File: src/hw/rtl/gttc_pkg.sv
// gttc_pkg: shared types, field widths, calendar tables and reciprocal constants
// for the GPS week/time-of-week to calendar converter. No dependencies.
package gttc_pkg;

    // field widths
    localparam int WEEK_W   = 16;
    localparam int MOW_W    = 30;
    localparam int YEAR_W   = 12;
    localparam int MONTH_W  = 4;
    localparam int DAY_W    = 5;
    localparam int HOUR_W   = 5;
    localparam int MINUTE_W = 6;
    localparam int SECOND_W = 6;
    localparam int MILLI_W  = 10;

    // internal widths
    localparam int DSS_W   = 19;  // days since 1 Jan 1901, below 487611
    localparam int MSD_W   = 27;  // millisecond of day, below 86400000
    localparam int BLK_W   = 9;   // four-year blocks, up to 333
    localparam int DLEFT_W = 11;  // day within a block, up to 1460
    localparam int YDAY_W  = 9;   // day of year, 1 to 366
    localparam int REMH_W  = 22;  // millisecond of hour
    localparam int REMM_W  = 16;  // millisecond of minute

    // time constants
    localparam int unsigned MS_PER_DAY    = 86400000;
    localparam int unsigned MS_PER_HOUR   = 3600000;
    localparam int unsigned MS_PER_MINUTE = 60000;
    localparam int unsigned MS_PER_SECOND = 1000;
    localparam int unsigned MOW_MAX       = 604799999;
    localparam int unsigned DAYS_PER_WEEK = 7;

    // calendar constants
    localparam int unsigned MJD_GPS_EPOCH  = 44244;
    localparam int unsigned MJD_JAN1_1901  = 15385;
    localparam int unsigned DAYS_OFFSET    = MJD_GPS_EPOCH - MJD_JAN1_1901;
    localparam int unsigned DAYS_PER_BLOCK = 1461;
    localparam int unsigned DAYS_IN_3_YRS  = 1095;
    localparam int unsigned DAYS_IN_4_YRS  = 1460;
    localparam int unsigned DAYS_PER_YEAR  = 365;
    localparam int unsigned FIRST_YEAR     = 1901;

    // reciprocal multipliers: floor(x * ceil(2^S / d) / 2^S) == floor(x / d)
    // holds exactly as long as d * x_max <= 2^S
    localparam int BLK_SH   = 30;
    localparam int BLK_MW   = 20;
    localparam logic [BLK_MW-1:0] BLK_MUL =
        BLK_MW'(((64'd1 << BLK_SH) + 64'(DAYS_PER_BLOCK) - 64'd1) / 64'(DAYS_PER_BLOCK));
    localparam int BLK_PW   = DSS_W + BLK_MW;

    localparam int HR_SH    = 49;
    localparam int HR_MW    = 28;
    localparam logic [HR_MW-1:0] HR_MUL =
        HR_MW'(((64'd1 << HR_SH) + 64'(MS_PER_HOUR) - 64'd1) / 64'(MS_PER_HOUR));
    localparam int HR_PW    = MSD_W + HR_MW;

    localparam int MIN_SH   = 38;
    localparam int MIN_MW   = 23;
    localparam logic [MIN_MW-1:0] MIN_MUL =
        MIN_MW'(((64'd1 << MIN_SH) + 64'(MS_PER_MINUTE) - 64'd1) / 64'(MS_PER_MINUTE));
    localparam int MIN_PW   = REMH_W + MIN_MW;

    localparam int SEC_SH   = 26;
    localparam int SEC_MW   = 17;
    localparam logic [SEC_MW-1:0] SEC_MUL =
        SEC_MW'(((64'd1 << SEC_SH) + 64'(MS_PER_SECOND) - 64'd1) / 64'(MS_PER_SECOND));
    localparam int SEC_PW   = REMM_W + SEC_MW;

    // pipeline geometry
    localparam int QUEUE_DEPTH_DEF = 4;
    localparam int BACK_STAGES     = 6;

    // cumulative days before each month
    localparam logic [YDAY_W-1:0] CUM_NORM [13] = '{
        9'd0, 9'd31, 9'd59, 9'd90, 9'd120, 9'd151, 9'd181,
        9'd212, 9'd243, 9'd273, 9'd304, 9'd334, 9'd365
    };
    localparam logic [YDAY_W-1:0] CUM_LEAP [13] = '{
        9'd0, 9'd31, 9'd60, 9'd91, 9'd121, 9'd152, 9'd182,
        9'd213, 9'd244, 9'd274, 9'd305, 9'd335, 9'd366
    };

    // smallest day of year whose month guess, yday * 0.032, reaches k
    localparam logic [YDAY_W-1:0] GUESS_MIN [1:11] = '{
        9'd32, 9'd63, 9'd94, 9'd125, 9'd157, 9'd188,
        9'd219, 9'd250, 9'd282, 9'd313, 9'd344
    };

    typedef struct packed {
        logic [WEEK_W-1:0] gps_week;
        logic [MOW_W-1:0]  millis_of_week;
    } t_in_item;

    typedef struct packed {
        logic [YEAR_W-1:0]   year;
        logic [MONTH_W-1:0]  month;
        logic [DAY_W-1:0]    day;
        logic [HOUR_W-1:0]   hour;
        logic [MINUTE_W-1:0] minute;
        logic [SECOND_W-1:0] second;
        logic [MILLI_W-1:0]  millisecond;
    } t_out_item;

    // work item handed from the front to the back
    typedef struct packed {
        logic [DSS_W-1:0] days;
        logic [MSD_W-1:0] ms_of_day;
    } t_work;

    function automatic logic [YDAY_W-1:0] cum_days(input logic leap,
                                                   input logic [MONTH_W-1:0] idx);
        return leap ? CUM_LEAP[idx] : CUM_NORM[idx];
    endfunction

endpackage

File: src/hw/rtl/gttc_stream_if.sv
// gttc_stream_if: valid/ready channel with a typed payload.
// Payload types come from gttc_pkg at the point of instantiation.
interface gttc_stream_if #(parameter type t_data = logic);
    logic  valid;
    logic  ready;
    t_data data;

    modport source (output valid, output data, input ready);
    modport sink   (input valid, input data, output ready);
endinterface

File: src/hw/rtl/gps_time_to_calendar_unit.sv
// GPS week and time of week to calendar date and time of day.
//
// Channels: i_in (sink) carries gps_week and millis_of_week; o_out (source)
// carries year, month, day, hour, minute, second and millisecond. Both use
// valid/ready; a transfer happens on a rising edge with valid and ready high.
// One result leaves for every input transfer, in order.
//
// Throughput: one item per cycle while o_out.ready is high. Each item passes the
// front register, the queue and six back stages with the output register last.
// The back stages are set by the reciprocal multiplies for the year block,
// hour, minute and second splits.
// Reset (i_rst_n, synchronous, active low) empties the front register, the
// queue and the back pipeline. When the receiver holds o_out.ready low the
// result stays on o_out and the back pipeline holds; the front keeps taking
// items until the queue is full, then drops i_in.ready.
// Dates use a leap year every fourth year (Gregorian only 1901 to 2099).
// Depends on gttc_pkg, gttc_stream_if, gttc_front, gttc_queue, gttc_back.
module gps_time_to_calendar_unit import gttc_pkg::*; #(
    parameter int QUEUE_DEPTH = QUEUE_DEPTH_DEF
) (
    input  logic                i_clk,
    input  logic                i_rst_n,
    gttc_stream_if.sink         i_in,
    gttc_stream_if.source       o_out
);

    logic  w_f_valid;
    logic  w_f_ready;
    t_work w_f_work;
    logic  w_q_valid;
    logic  w_q_ready;
    t_work w_q_work;

    gttc_front u_front (
        .i_clk   (i_clk),
        .i_rst_n (i_rst_n),
        .i_valid (i_in.valid),
        .i_item  (i_in.data),
        .o_ready (i_in.ready),
        .o_valid (w_f_valid),
        .o_work  (w_f_work),
        .i_ready (w_f_ready)
    );

    gttc_queue #(
        .DEPTH (QUEUE_DEPTH)
    ) u_queue (
        .i_clk   (i_clk),
        .i_rst_n (i_rst_n),
        .i_valid (w_f_valid),
        .i_work  (w_f_work),
        .o_ready (w_f_ready),
        .o_valid (w_q_valid),
        .o_work  (w_q_work),
        .i_ready (w_q_ready)
    );

    gttc_back u_back (
        .i_clk   (i_clk),
        .i_rst_n (i_rst_n),
        .i_valid (w_q_valid),
        .i_work  (w_q_work),
        .o_ready (w_q_ready),
        .o_valid (o_out.valid),
        .o_item  (o_out.data),
        .i_ready (o_out.ready)
    );

endmodule

File: src/hw/rtl/gttc_front.sv
// gttc_front: takes input transfers, clamps the time of week and splits it into
// day of week and millisecond of day. Depends on gttc_pkg.
module gttc_front import gttc_pkg::*; (
    input  logic     i_clk,
    input  logic     i_rst_n,
    input  logic     i_valid,
    input  t_in_item i_item,
    output logic     o_ready,
    output logic     o_valid,
    output t_work    o_work,
    input  logic     i_ready
);

    logic             w_over;
    logic [2:0]       w_day;
    logic [MOW_W-1:0] w_base;
    t_work            n_work;
    logic             r_vld;
    t_work            r_work;

    always_comb begin
        w_over = i_item.millis_of_week > MOW_W'(MOW_MAX);
        w_day  = '0;
        w_base = '0;
        // clamped values also land on the last day, so the count needs no clamp
        for (int k = 1; k < DAYS_PER_WEEK; k++) begin
            if (i_item.millis_of_week >= MOW_W'(k * MS_PER_DAY)) begin
                w_day  = 3'(k);
                w_base = MOW_W'(k * MS_PER_DAY);
            end
        end
        n_work.ms_of_day = w_over ? MSD_W'(MOW_MAX - 6 * MS_PER_DAY)
                                  : MSD_W'(i_item.millis_of_week - w_base);
        // week * 7 as week * 8 - week
        n_work.days = DSS_W'({i_item.gps_week, 3'b000}) - DSS_W'(i_item.gps_week)
                    + DSS_W'(w_day) + DSS_W'(DAYS_OFFSET);
    end

    assign o_ready = !r_vld || i_ready;
    assign o_valid = r_vld;
    assign o_work  = r_work;

    always_ff @(posedge i_clk) begin
        if (!i_rst_n) begin
            r_vld <= 1'b0;
        end else if (o_ready) begin
            r_vld <= i_valid;
        end
    end

    always_ff @(posedge i_clk) begin
        if (o_ready && i_valid) begin
            r_work <= n_work;
        end
    end

endmodule

File: src/hw/rtl/gttc_queue.sv
// gttc_queue: small register FIFO of work items between front and back.
// Depends on gttc_pkg.
module gttc_queue import gttc_pkg::*; #(
    parameter int DEPTH = QUEUE_DEPTH_DEF
) (
    input  logic  i_clk,
    input  logic  i_rst_n,
    input  logic  i_valid,
    input  t_work i_work,
    output logic  o_ready,
    output logic  o_valid,
    output t_work o_work,
    input  logic  i_ready
);

    localparam int PTR_W = $clog2(DEPTH);
    localparam int CNT_W = $clog2(DEPTH + 1);

    t_work            r_mem [DEPTH];
    logic [PTR_W-1:0] r_wr;
    logic [PTR_W-1:0] r_rd;
    logic [PTR_W-1:0] n_wr;
    logic [PTR_W-1:0] n_rd;
    logic [CNT_W-1:0] r_cnt;
    logic [CNT_W-1:0] n_cnt;
    logic             w_push;
    logic             w_pop;

    assign o_ready = r_cnt != CNT_W'(DEPTH);
    assign o_valid = r_cnt != '0;
    assign o_work  = r_mem[r_rd];
    assign w_push  = i_valid && o_ready;
    assign w_pop   = o_valid && i_ready;

    always_comb begin
        n_wr = r_wr;
        n_rd = r_rd;
        if (w_push) begin
            n_wr = (r_wr == PTR_W'(DEPTH - 1)) ? '0 : r_wr + 1'b1;
        end
        if (w_pop) begin
            n_rd = (r_rd == PTR_W'(DEPTH - 1)) ? '0 : r_rd + 1'b1;
        end
        n_cnt = r_cnt + CNT_W'(w_push) - CNT_W'(w_pop);
    end

    always_ff @(posedge i_clk) begin
        if (!i_rst_n) begin
            r_wr  <= '0;
            r_rd  <= '0;
            r_cnt <= '0;
        end else begin
            r_wr  <= n_wr;
            r_rd  <= n_rd;
            r_cnt <= n_cnt;
        end
    end

    always_ff @(posedge i_clk) begin
        if (w_push) begin
            r_mem[r_wr] <= i_work;
        end
    end

endmodule

File: src/hw/rtl/gttc_back.sv
// gttc_back: six-stage pipeline from day count and millisecond of day to the
// calendar date and time of day; last stage is the output register. Uses gttc_pkg.
module gttc_back import gttc_pkg::*; (
    input  logic      i_clk,
    input  logic      i_rst_n,
    input  logic      i_valid,
    input  t_work     i_work,
    output logic      o_ready,
    output logic      o_valid,
    output t_out_item o_item,
    input  logic      i_ready
);

    logic                   w_en;
    logic [BACK_STAGES-1:0] r_vld;

    // stage 1
    logic [DSS_W-1:0]  r1_dss;
    logic [MSD_W-1:0]  r1_msd;
    logic [BLK_PW-1:0] r1_pblk;
    logic [HR_PW-1:0]  r1_phr;
    // stage 2
    logic [BLK_W-1:0]   r2_blocks;
    logic [DLEFT_W-1:0] r2_dleft;
    logic [HOUR_W-1:0]  r2_hour;
    logic [REMH_W-1:0]  r2_remh;
    logic [BLK_W-1:0]   n2_blocks;
    logic [HOUR_W-1:0]  n2_hour;
    // stage 3
    logic [YEAR_W-1:0]  r3_year;
    logic [YDAY_W-1:0]  r3_yday;
    logic [HOUR_W-1:0]  r3_hour;
    logic [REMH_W-1:0]  r3_remh;
    logic [MIN_PW-1:0]  r3_pmin;
    logic [2:0]         n3_q365;
    logic [1:0]         n3_eyears;
    // stage 4
    logic [YEAR_W-1:0]   r4_year;
    logic [MONTH_W-1:0]  r4_month;
    logic [DAY_W-1:0]    r4_day;
    logic [HOUR_W-1:0]   r4_hour;
    logic [MINUTE_W-1:0] r4_minute;
    logic [REMM_W-1:0]   r4_remm;
    logic                n4_leap;
    logic [MONTH_W-1:0]  n4_guess;
    logic                n4_more;
    logic [MONTH_W-1:0]  n4_idx;
    logic [MINUTE_W-1:0] n4_minute;
    // stage 5
    logic [YEAR_W-1:0]   r5_year;
    logic [MONTH_W-1:0]  r5_month;
    logic [DAY_W-1:0]    r5_day;
    logic [HOUR_W-1:0]   r5_hour;
    logic [MINUTE_W-1:0] r5_minute;
    logic [REMM_W-1:0]   r5_remm;
    logic [SEC_PW-1:0]   r5_psec;
    // stage 6
    t_out_item           r6_item;
    logic [SECOND_W-1:0] n6_second;

    // the whole pipe holds while the output register is full and not taken
    assign w_en    = !r_vld[BACK_STAGES-1] || i_ready;
    assign o_ready = w_en;
    assign o_valid = r_vld[BACK_STAGES-1];
    assign o_item  = r6_item;

    always_ff @(posedge i_clk) begin
        if (!i_rst_n) begin
            r_vld <= '0;
        end else if (w_en) begin
            r_vld <= {r_vld[BACK_STAGES-2:0], i_valid};
        end
    end

    always_comb begin
        n2_blocks = r1_pblk[BLK_SH +: BLK_W];
        n2_hour   = r1_phr[HR_SH +: HOUR_W];

        n3_q365 = 3'(r2_dleft >= DLEFT_W'(DAYS_PER_YEAR))
                + 3'(r2_dleft >= DLEFT_W'(2 * DAYS_PER_YEAR))
                + 3'(r2_dleft >= DLEFT_W'(DAYS_IN_3_YRS))
                + 3'(r2_dleft >= DLEFT_W'(DAYS_IN_4_YRS));
        // last day of a leap block stays in the fourth year
        n3_eyears = 2'(n3_q365 - 3'(r2_dleft == DLEFT_W'(DAYS_IN_4_YRS)));

        n4_leap  = r3_year[1:0] == 2'b00;
        n4_guess = '0;
        for (int k = 1; k <= 11; k++) begin
            n4_guess = n4_guess + MONTH_W'(r3_yday >= GUESS_MIN[k]);
        end
        n4_more   = r3_yday > cum_days(n4_leap, n4_guess + 4'd1);
        n4_idx    = n4_guess + MONTH_W'(n4_more);
        n4_minute = r3_pmin[MIN_SH +: MINUTE_W];

        n6_second = r5_psec[SEC_SH +: SECOND_W];
    end

    always_ff @(posedge i_clk) begin
        if (w_en) begin
            r1_dss  <= i_work.days;
            r1_msd  <= i_work.ms_of_day;
            r1_pblk <= BLK_PW'(i_work.days) * BLK_PW'(BLK_MUL);
            r1_phr  <= HR_PW'(i_work.ms_of_day) * HR_PW'(HR_MUL);

            r2_blocks <= n2_blocks;
            r2_dleft  <= DLEFT_W'(r1_dss - DSS_W'(n2_blocks) * DSS_W'(DAYS_PER_BLOCK));
            r2_hour   <= n2_hour;
            r2_remh   <= REMH_W'(r1_msd - MSD_W'(n2_hour) * MSD_W'(MS_PER_HOUR));

            r3_year <= YEAR_W'(FIRST_YEAR) + YEAR_W'({r2_blocks, 2'b00})
                     + YEAR_W'(n3_eyears);
            r3_yday <= YDAY_W'(r2_dleft - DLEFT_W'(n3_eyears) * DLEFT_W'(DAYS_PER_YEAR)
                     + DLEFT_W'(1));
            r3_hour <= r2_hour;
            r3_remh <= r2_remh;
            r3_pmin <= MIN_PW'(r2_remh) * MIN_PW'(MIN_MUL);

            r4_year   <= r3_year;
            r4_month  <= n4_idx + 4'd1;
            r4_day    <= DAY_W'(r3_yday - cum_days(n4_leap, n4_idx));
            r4_hour   <= r3_hour;
            r4_minute <= n4_minute;
            r4_remm   <= REMM_W'(r3_remh - REMH_W'(n4_minute) * REMH_W'(MS_PER_MINUTE));

            r5_year   <= r4_year;
            r5_month  <= r4_month;
            r5_day    <= r4_day;
            r5_hour   <= r4_hour;
            r5_minute <= r4_minute;
            r5_remm   <= r4_remm;
            r5_psec   <= SEC_PW'(r4_remm) * SEC_PW'(SEC_MUL);

            r6_item.year        <= r5_year;
            r6_item.month       <= r5_month;
            r6_item.day         <= r5_day;
            r6_item.hour        <= r5_hour;
            r6_item.minute      <= r5_minute;
            r6_item.second      <= n6_second;
            r6_item.millisecond <= MILLI_W'(r5_remm - REMM_W'(n6_second)
                                 * REMM_W'(MS_PER_SECOND));
        end
    end

endmodule

File: src/flat_wrapper.sv
// flat-port wrapper written by rule: the top's interface ports become plain ports
module gps_time_to_calendar_unit_flat import gttc_pkg::*;
#(
    parameter int QUEUE_DEPTH = QUEUE_DEPTH_DEF
)
  (i_clk, i_rst_n, i_in_valid, i_in_data, i_in_ready, o_out_valid, o_out_data, o_out_ready);
  gttc_stream_if i_in_i ();
  gttc_stream_if o_out_i ();
  input  logic i_clk;
  input  logic i_rst_n;
  input wire logic [$bits(i_in_i.valid)-1:0] i_in_valid;
  input wire logic [$bits(i_in_i.data)-1:0] i_in_data;
  output wire logic [$bits(i_in_i.ready)-1:0] i_in_ready;
  output wire logic [$bits(o_out_i.valid)-1:0] o_out_valid;
  output wire logic [$bits(o_out_i.data)-1:0] o_out_data;
  input wire logic [$bits(o_out_i.ready)-1:0] o_out_ready;
  assign i_in_i.valid = i_in_valid;
  assign i_in_i.data = i_in_data;
  assign i_in_ready = i_in_i.ready;
  assign o_out_valid = o_out_i.valid;
  assign o_out_data = o_out_i.data;
  assign o_out_i.ready = o_out_ready;
  gps_time_to_calendar_unit #(.QUEUE_DEPTH(QUEUE_DEPTH)) u_core (.i_clk(i_clk), .i_rst_n(i_rst_n), .i_in(i_in_i), .o_out(o_out_i));
endmodule
File: config.mk
export PLATFORM = sky130hd
export DESIGN_NAME = gps_time_to_calendar_unit_flat
export DESIGN_NICKNAME = d
export VERILOG_FILES = /design/src/hw/rtl/gttc_pkg.sv /design/src/hw/rtl/gttc_stream_if.sv /design/src/hw/rtl/gps_time_to_calendar_unit.sv /design/src/hw/rtl/gttc_front.sv /design/src/hw/rtl/gttc_queue.sv /design/src/hw/rtl/gttc_back.sv /design/src/flat_wrapper.sv
export SDC_FILE = /design/constraint.sdc
export NUM_CORES = 1
export LEC_CHECK = 0
export BUFFER_PORTS_ARGS = -buffer_cell sky130_fd_sc_hd__buf_4
export CAP_MARGIN = 20
export CORE_MARGIN = 3
export CORE_UTILIZATION = 44
export DETAILED_ROUTE_END_ITERATION = 7
export PLACE_DENSITY = 0.69
export SKIP_LAST_GASP = 1
export SLEW_MARGIN = 20
export SYNTH_ARGS = -nofsm -noshare
export SYNTH_HDL_FRONTEND = slang
export SYNTH_HIERARCHICAL = 1
export SYNTH_SLANG_ARGS = --single-unit
File: constraint.sdc
create_clock -name i_clk -period 11.62 [get_ports i_clk]
set_input_delay 2.324 -clock i_clk [delete_from_list [all_inputs] [get_ports i_clk]]
set_output_delay 2.324 -clock i_clk [all_outputs]
set_load 0.01 [all_outputs]
**Yosys cells after proc, flatten, opt, wreduce, memory -nomap -nowiden**

Memory sizes are Yosys's and may differ from the RTL's. A register that Yosys moved wholly into a read port is not among the register bits.
Cells that the tools add are included.

- Add/sub/neg operators: 9
- Multiply operators: 4
- Divide/modulo/power cells: 0
- $lt $le $gt $ge: 7
- Eq/ne operators: 3
- Shift-type cells: 0
- Multiplexer cells: 18
- Bitwise logic cells: 0
- Reduce and logical (&&, ||, !) cells: 8

Operators with widths:

| kind | count |
|---|---|
| $mux W27 | 6 |
| $ge A1 B29 Y1 const B | 3 |
| $ge A1 B28 Y1 const B | 2 |
| $mul A27 B26 Y52 const B | 1 |
| $mul A22 B23 Y44 const B | 1 |
| $gt A1 B30 Y1 const B | 1 |
| $ge A1 B27 Y1 const B | 1 |
| $sub A1 B27 Y27 | 1 |
| $sub A22 B22 Y22 | 1 |
| $add A3 B15 Y16 const B | 1 |
| $sub A16 B16 Y16 | 1 |
| $mul A5 B15 Y15 const B | 1 |
| $mux W3 | 5 |
| $mul A6 B11 Y11 const B | 1 |
| $mux W2 | 4 |
| $add A2 B1 Y2 const B | 2 |
| $eq A2 B2 Y1 const B | 2 |
| $add A3 B1 Y3 | 1 |
| $logic_and A1 B1 Y1 | 3 |
| $mux W1 | 3 |
| $ne A3 B3 Y1 const B | 1 |
| $reduce_bool A3 Y1 | 1 |
| $sub A3 B1 Y3 | 1 |
| $logic_not A1 Y1 | 2 |
| 2 further kinds | 3 |

- Flip-flop bits (word level): 234
- Bits in latches: 0
- RAM bits: 184
- Memory bits (read-only): 0
- Bits of input ports: 5
- Logic and storage cells: 65
- Memories: 1

Memories:

| memory | depth | width | read ports | clocked after memory_dff | write ports | line | text |
|---|---|---|---|---|---|---|---|
| u_core.u_queue.r_mem | 4 | 46 | 1 | 1 | 1 | gttc_queue.sv:19 | `t_work r_mem [DEPTH];` |

**Depth between registers and ports, before layout**

- Depth in word-level cells: 8
- Mapped depth: 13
- Depth with buffers taken out: 12

**Modules after synthesis**

Netlist, hierarchy kept.

Modules (own cells, without submodules):

| module | instances | cells each | area an instance (µm²) | seq. area each (µm²) |
|---|---|---|---|---|
| gttc_back | 1 | 3,852 | 43,571.8 | 8,708.4 |
| gttc_queue | 1 | 292 | 7,113.1 | 5,705.5 |
| gttc_front | 1 | 418 | 3,988.8 | 1,401.3 |
| gps_time_to_calendar_unit | 1 | 1 | 3.8 | 0.0 |

**Worst setup path before layout**

No wires, ideal clock.

- Path kind: input port to flip-flop
- Start point: in o_out_ready
- End point: reg u_core.u_queue.r_cnt[2]
- Setup time: 0.115 ns
- Data arrival time: 10.473 ns
- Required time: 11.505 ns
- Slack: 1.032 ns
- Stages: 13
- Path buffers: 1
- Cells stage by stage: nor2b_1 -> clkbuf_1 -> inv_1 -> o31ai_1 -> inv_1 -> ha_1 -> inv_1 -> ha_1 -> inv_1 -> fa_1 -> xnor2_1 -> xnor2_1 -> and2_1

- Cells in the longest elaborated chain, start to end: 3

RTL lines:

| what | line | text |
|---|---|---|
| from (decl) | flat_wrapper.sv:16 | `input wire logic [$bits(o_out_i.ready)-1:0] o_out_ready;` |
| $logic_or A1 B1 Y1 | gttc_back.sv:62 | `assign w_en = !r_vld[BACK_STAGES-1] \|\| i_ready;` |
| named net u_core.w_q_ready | gps_time_to_calendar_unit.sv:31 | `logic w_q_ready;` |
| $logic_and A1 B1 Y1 | gttc_queue.sv:33 | `assign w_pop = o_valid && i_ready;` |
| $sub A3 B1 Y3 | gttc_queue.sv:44 | `n_cnt = r_cnt + CNT_W'(w_push) - CNT_W'(w_pop);` |
| to (signal assigned) | gttc_queue.sv:55 | `r_cnt <= n_cnt;` |
| to (decl) | gttc_queue.sv:24 | `logic [CNT_W-1:0] r_cnt;` |

The timed path passes the listed nets, and every way through them passes these cells.
A chain may end at the register's enable or synchronous reset.

**Final worst setup path**

Ends and elaborated chain as after synthesis.

==> flow_summary.json <==
{
  "critPathLaunchType": "input port",
  "post-cts-setup-buffers": 0,
  "overflow": 0,
  "rsz0062_at_grt": "no",
  "setup_slack_ns": 7.09,
  "antenna_cells": 0,
  "post-place-ws_ns": 6.71,
  "cts_buffers": 3,
  "place_inst": 168,
  "critical_path_class": "input port to register",
  "hpwl_mm": 1.35,
  "max_stage_delay_ns": 0.40,
  "htreeDepth": 1,
  "worstPathMaxFanout": 12,
  "run_status": "finished clean",
  "ys_warn_count": 6,
  "grt_start_max_net_pins": 19,
  "synth_area_mm2": 0.00126,
  "io_buffers": 7,
  "fin_nets": 156,
  "worst_setup_path_end_kind": "register",
  "layout-drive-gt1-share_pct": 15.5,
  "grt_use_total_pct": 11.8,
  "hold_class": "register to register",
  "drt-total-wl_mm": 1.70,
  "wl_per_cell_um": 9.91,
  "p_leak_nw": 0.609,
  "cts-root-buf": "clkbuf_4",
  "power_density_mw_per_mm2": 174,
  "worstPathArrival_ns": 4.76,
  "clk_pin_slew_worst_paths_ns": 0.14,
  "core_area_mm2": 0.00261,
  "antenna_found_initial": 0,
  "path_buf_inv": 5,
  "cpMostUsedCell": "inv_1",
  "cp.required_ns": 11.85,
  "drt_iter0_markers": 25,
  "first_pass_iters": 4,
  "stdcell_count": 172,
  "fmaxAchievable_mhz": 221,
  "cts_tree": "yes",
  "hold_viol": 0,
  "die_y_um": 59.6,
  "start_util_pct": 48.4,
  "synth_area_per_cell_um2": 10.9,
  "maxCapViolCount": 0,
  "slew_headroom_pct": 65.3,
  "ant_nets": 0,
  "rows": 18,
  "ir_worst_vdd_mv": 0.134,
  "die_w_um": 59.6,
  "cts_resized": 0,
  "reg2reg_slack_ns": 8.83,
  "remaining_drc_errors": 0,
  "insertion_delay_ns": 0.32,
  "via_per_inst": 4.62,
  "fp.dieArea_mm2": 0.00355,
  "ios": 8,
  "cp_cell_sequence": "buf_4 -> nor2b_1 -> inv_1 -> o31ai_1 -> inv_1 -> ha_1 -> inv_1 -> ha_1 -> inv_1 -> fa_1 -> xnor2_1 -> xnor2_1 -> and2_1",
  "cp_slowest_cell": "fa_1",
  "setup_viol": 0,
  "fin_skew_ns": 0.00585,
  "grt_pass1_wl_mm": 3.07,
  "crit_family": "adder cells",
  "tightest_slew_ns": 0.517,
  "slew_viol_final": 0,
  "vias": 794,
  "period_minus_slack_ns": 4.53,
  "syn_inst": 116,
  "clockBufferDepth": 2,
  "tns_ns": 0,
  "syn_to_final_growth_pct": 12.1,
  "grt_pass1_vias": 766,
  "cts_hold_buffers": 0,
  "place_congestion": 0.706,
  "hold_ws_ns": 0.439,
  "fin_crit_sh_pct": 39.0,
  "clkSinkCount": 27
}
## power breakdown
| group | switching (mW) | internal, mW | leakage, nW | total, mW |
|---|---|---|---|---|
| Clock | 0.0262 | 0.0129 | 0.0177 | 0.0391 |
| Sequential | 0.0143 | 0.128 | 0.240 | 0.143 |
| Combinational | 0.0306 | 0.0342 | 0.352 | 0.0648 |
## sequential cells by signal (all words and copies together) (netlist names), named ones only
register and flops:
u_core/u_queue/r_rd 2, u_core/u_back/r_vld 6, u_core/u_back/r2_remh 1, u_core/u_front/o_valid 1, u_core/u_front/o_work 1, u_core/u_queue/r_cnt 3, u_core/u_back/r3_remh 1, u_core/u_back/r5_remm 1
u_core/u_queue/r_wr 2, u_core/u_back/r4_remm 1, u_core/u_back/r1_msd 1, u_core/u_queue/r_mem 4, u_core/u_back/o_item 1
## path summary, 6_finish.rpt
path,start,end,depth (start not counted)
min,u_core/u_back/r4_remm[0],u_core/u_back/r5_remm[0],0
max,o_out_ready,u_core/u_queue/r_cnt[2],13
min reg2reg,u_core/u_back/r4_remm[0],u_core/u_back/r5_remm[0],0
max reg2reg,u_core/u_back/r_vld[5],u_core/u_queue/r_cnt[2],12
## final cells by class
type | instances | area [um2]
Sequential cell | 27 | 651
Fill cell | 230 | 1200
Multi-Input combinational cell | 96 | 618
Inverter | 8 | 30.0
Clock inverter | 1 | 5.00
Clock buffer | 3 | 22.5
Tap cell | 30 | 37.5
Timing Repair Buffer | 7 | 52.6
## per-stage QoR
stage | total power [mW] | utilization [%] | cell area [um2]
floorplan | 0.202 | - | 1370
global placement | 0.206 | 53.2 | 1390
detailed placement | 0.211 | 53.2 | 1390
CTS | 0.251 | 54.2 | 1420
global route | 0.267 | 54.2 | 1420
finish | 0.247 | 54.2 | 1420
## placed cells by master (no fill, tap or decap), types with 2 or more instances in the layout
| cell | n |
|---|---|
| o21ai_0 | 2 |
| nand2_1 | 16 |
| edfxtp_1 | 11 |
| nor2_1 | 3 |
| and3_2 | 3 |
| inv_1 | 8 |
| buf_4 | 7 |
| xnor2_1 | 2 |
| conb_1 | 28 |
| and2_1 | 3 |
| nor2b_1 | 2 |
| clkbuf_4 | 3 |
| dfxtp_1 | 16 |
| o31ai_1 | 2 |
| or2_2 | 2 |
| a21boi_0 | 6 |
| nand3_1 | 2 |
| ha_1 | 7 |
## metal layers
metal	share of wire, %	GRT usage [%]	vias up
li1	-	-	413
met1	43	12.0	372
met2	53	21.5	7
met3	3.3	4.58	2
met4	0.88	4.75	0
met5	0	0	-
## worst reg2reg max path, cell delays in order (launching register included)
cell and delay [ns]:
dfxtp_1 0.35, nor2b_1 0.37, inv_1 0.31, o31ai_1 0.23, inv_1 0.10, ha_1 0.29
inv_1 0.06, ha_1 0.13, inv_1 0.05, fa_1 0.40, xnor2_1 0.15, xnor2_1 0.13
and2_1 0.15
Power figures use the tool's default switching activity.
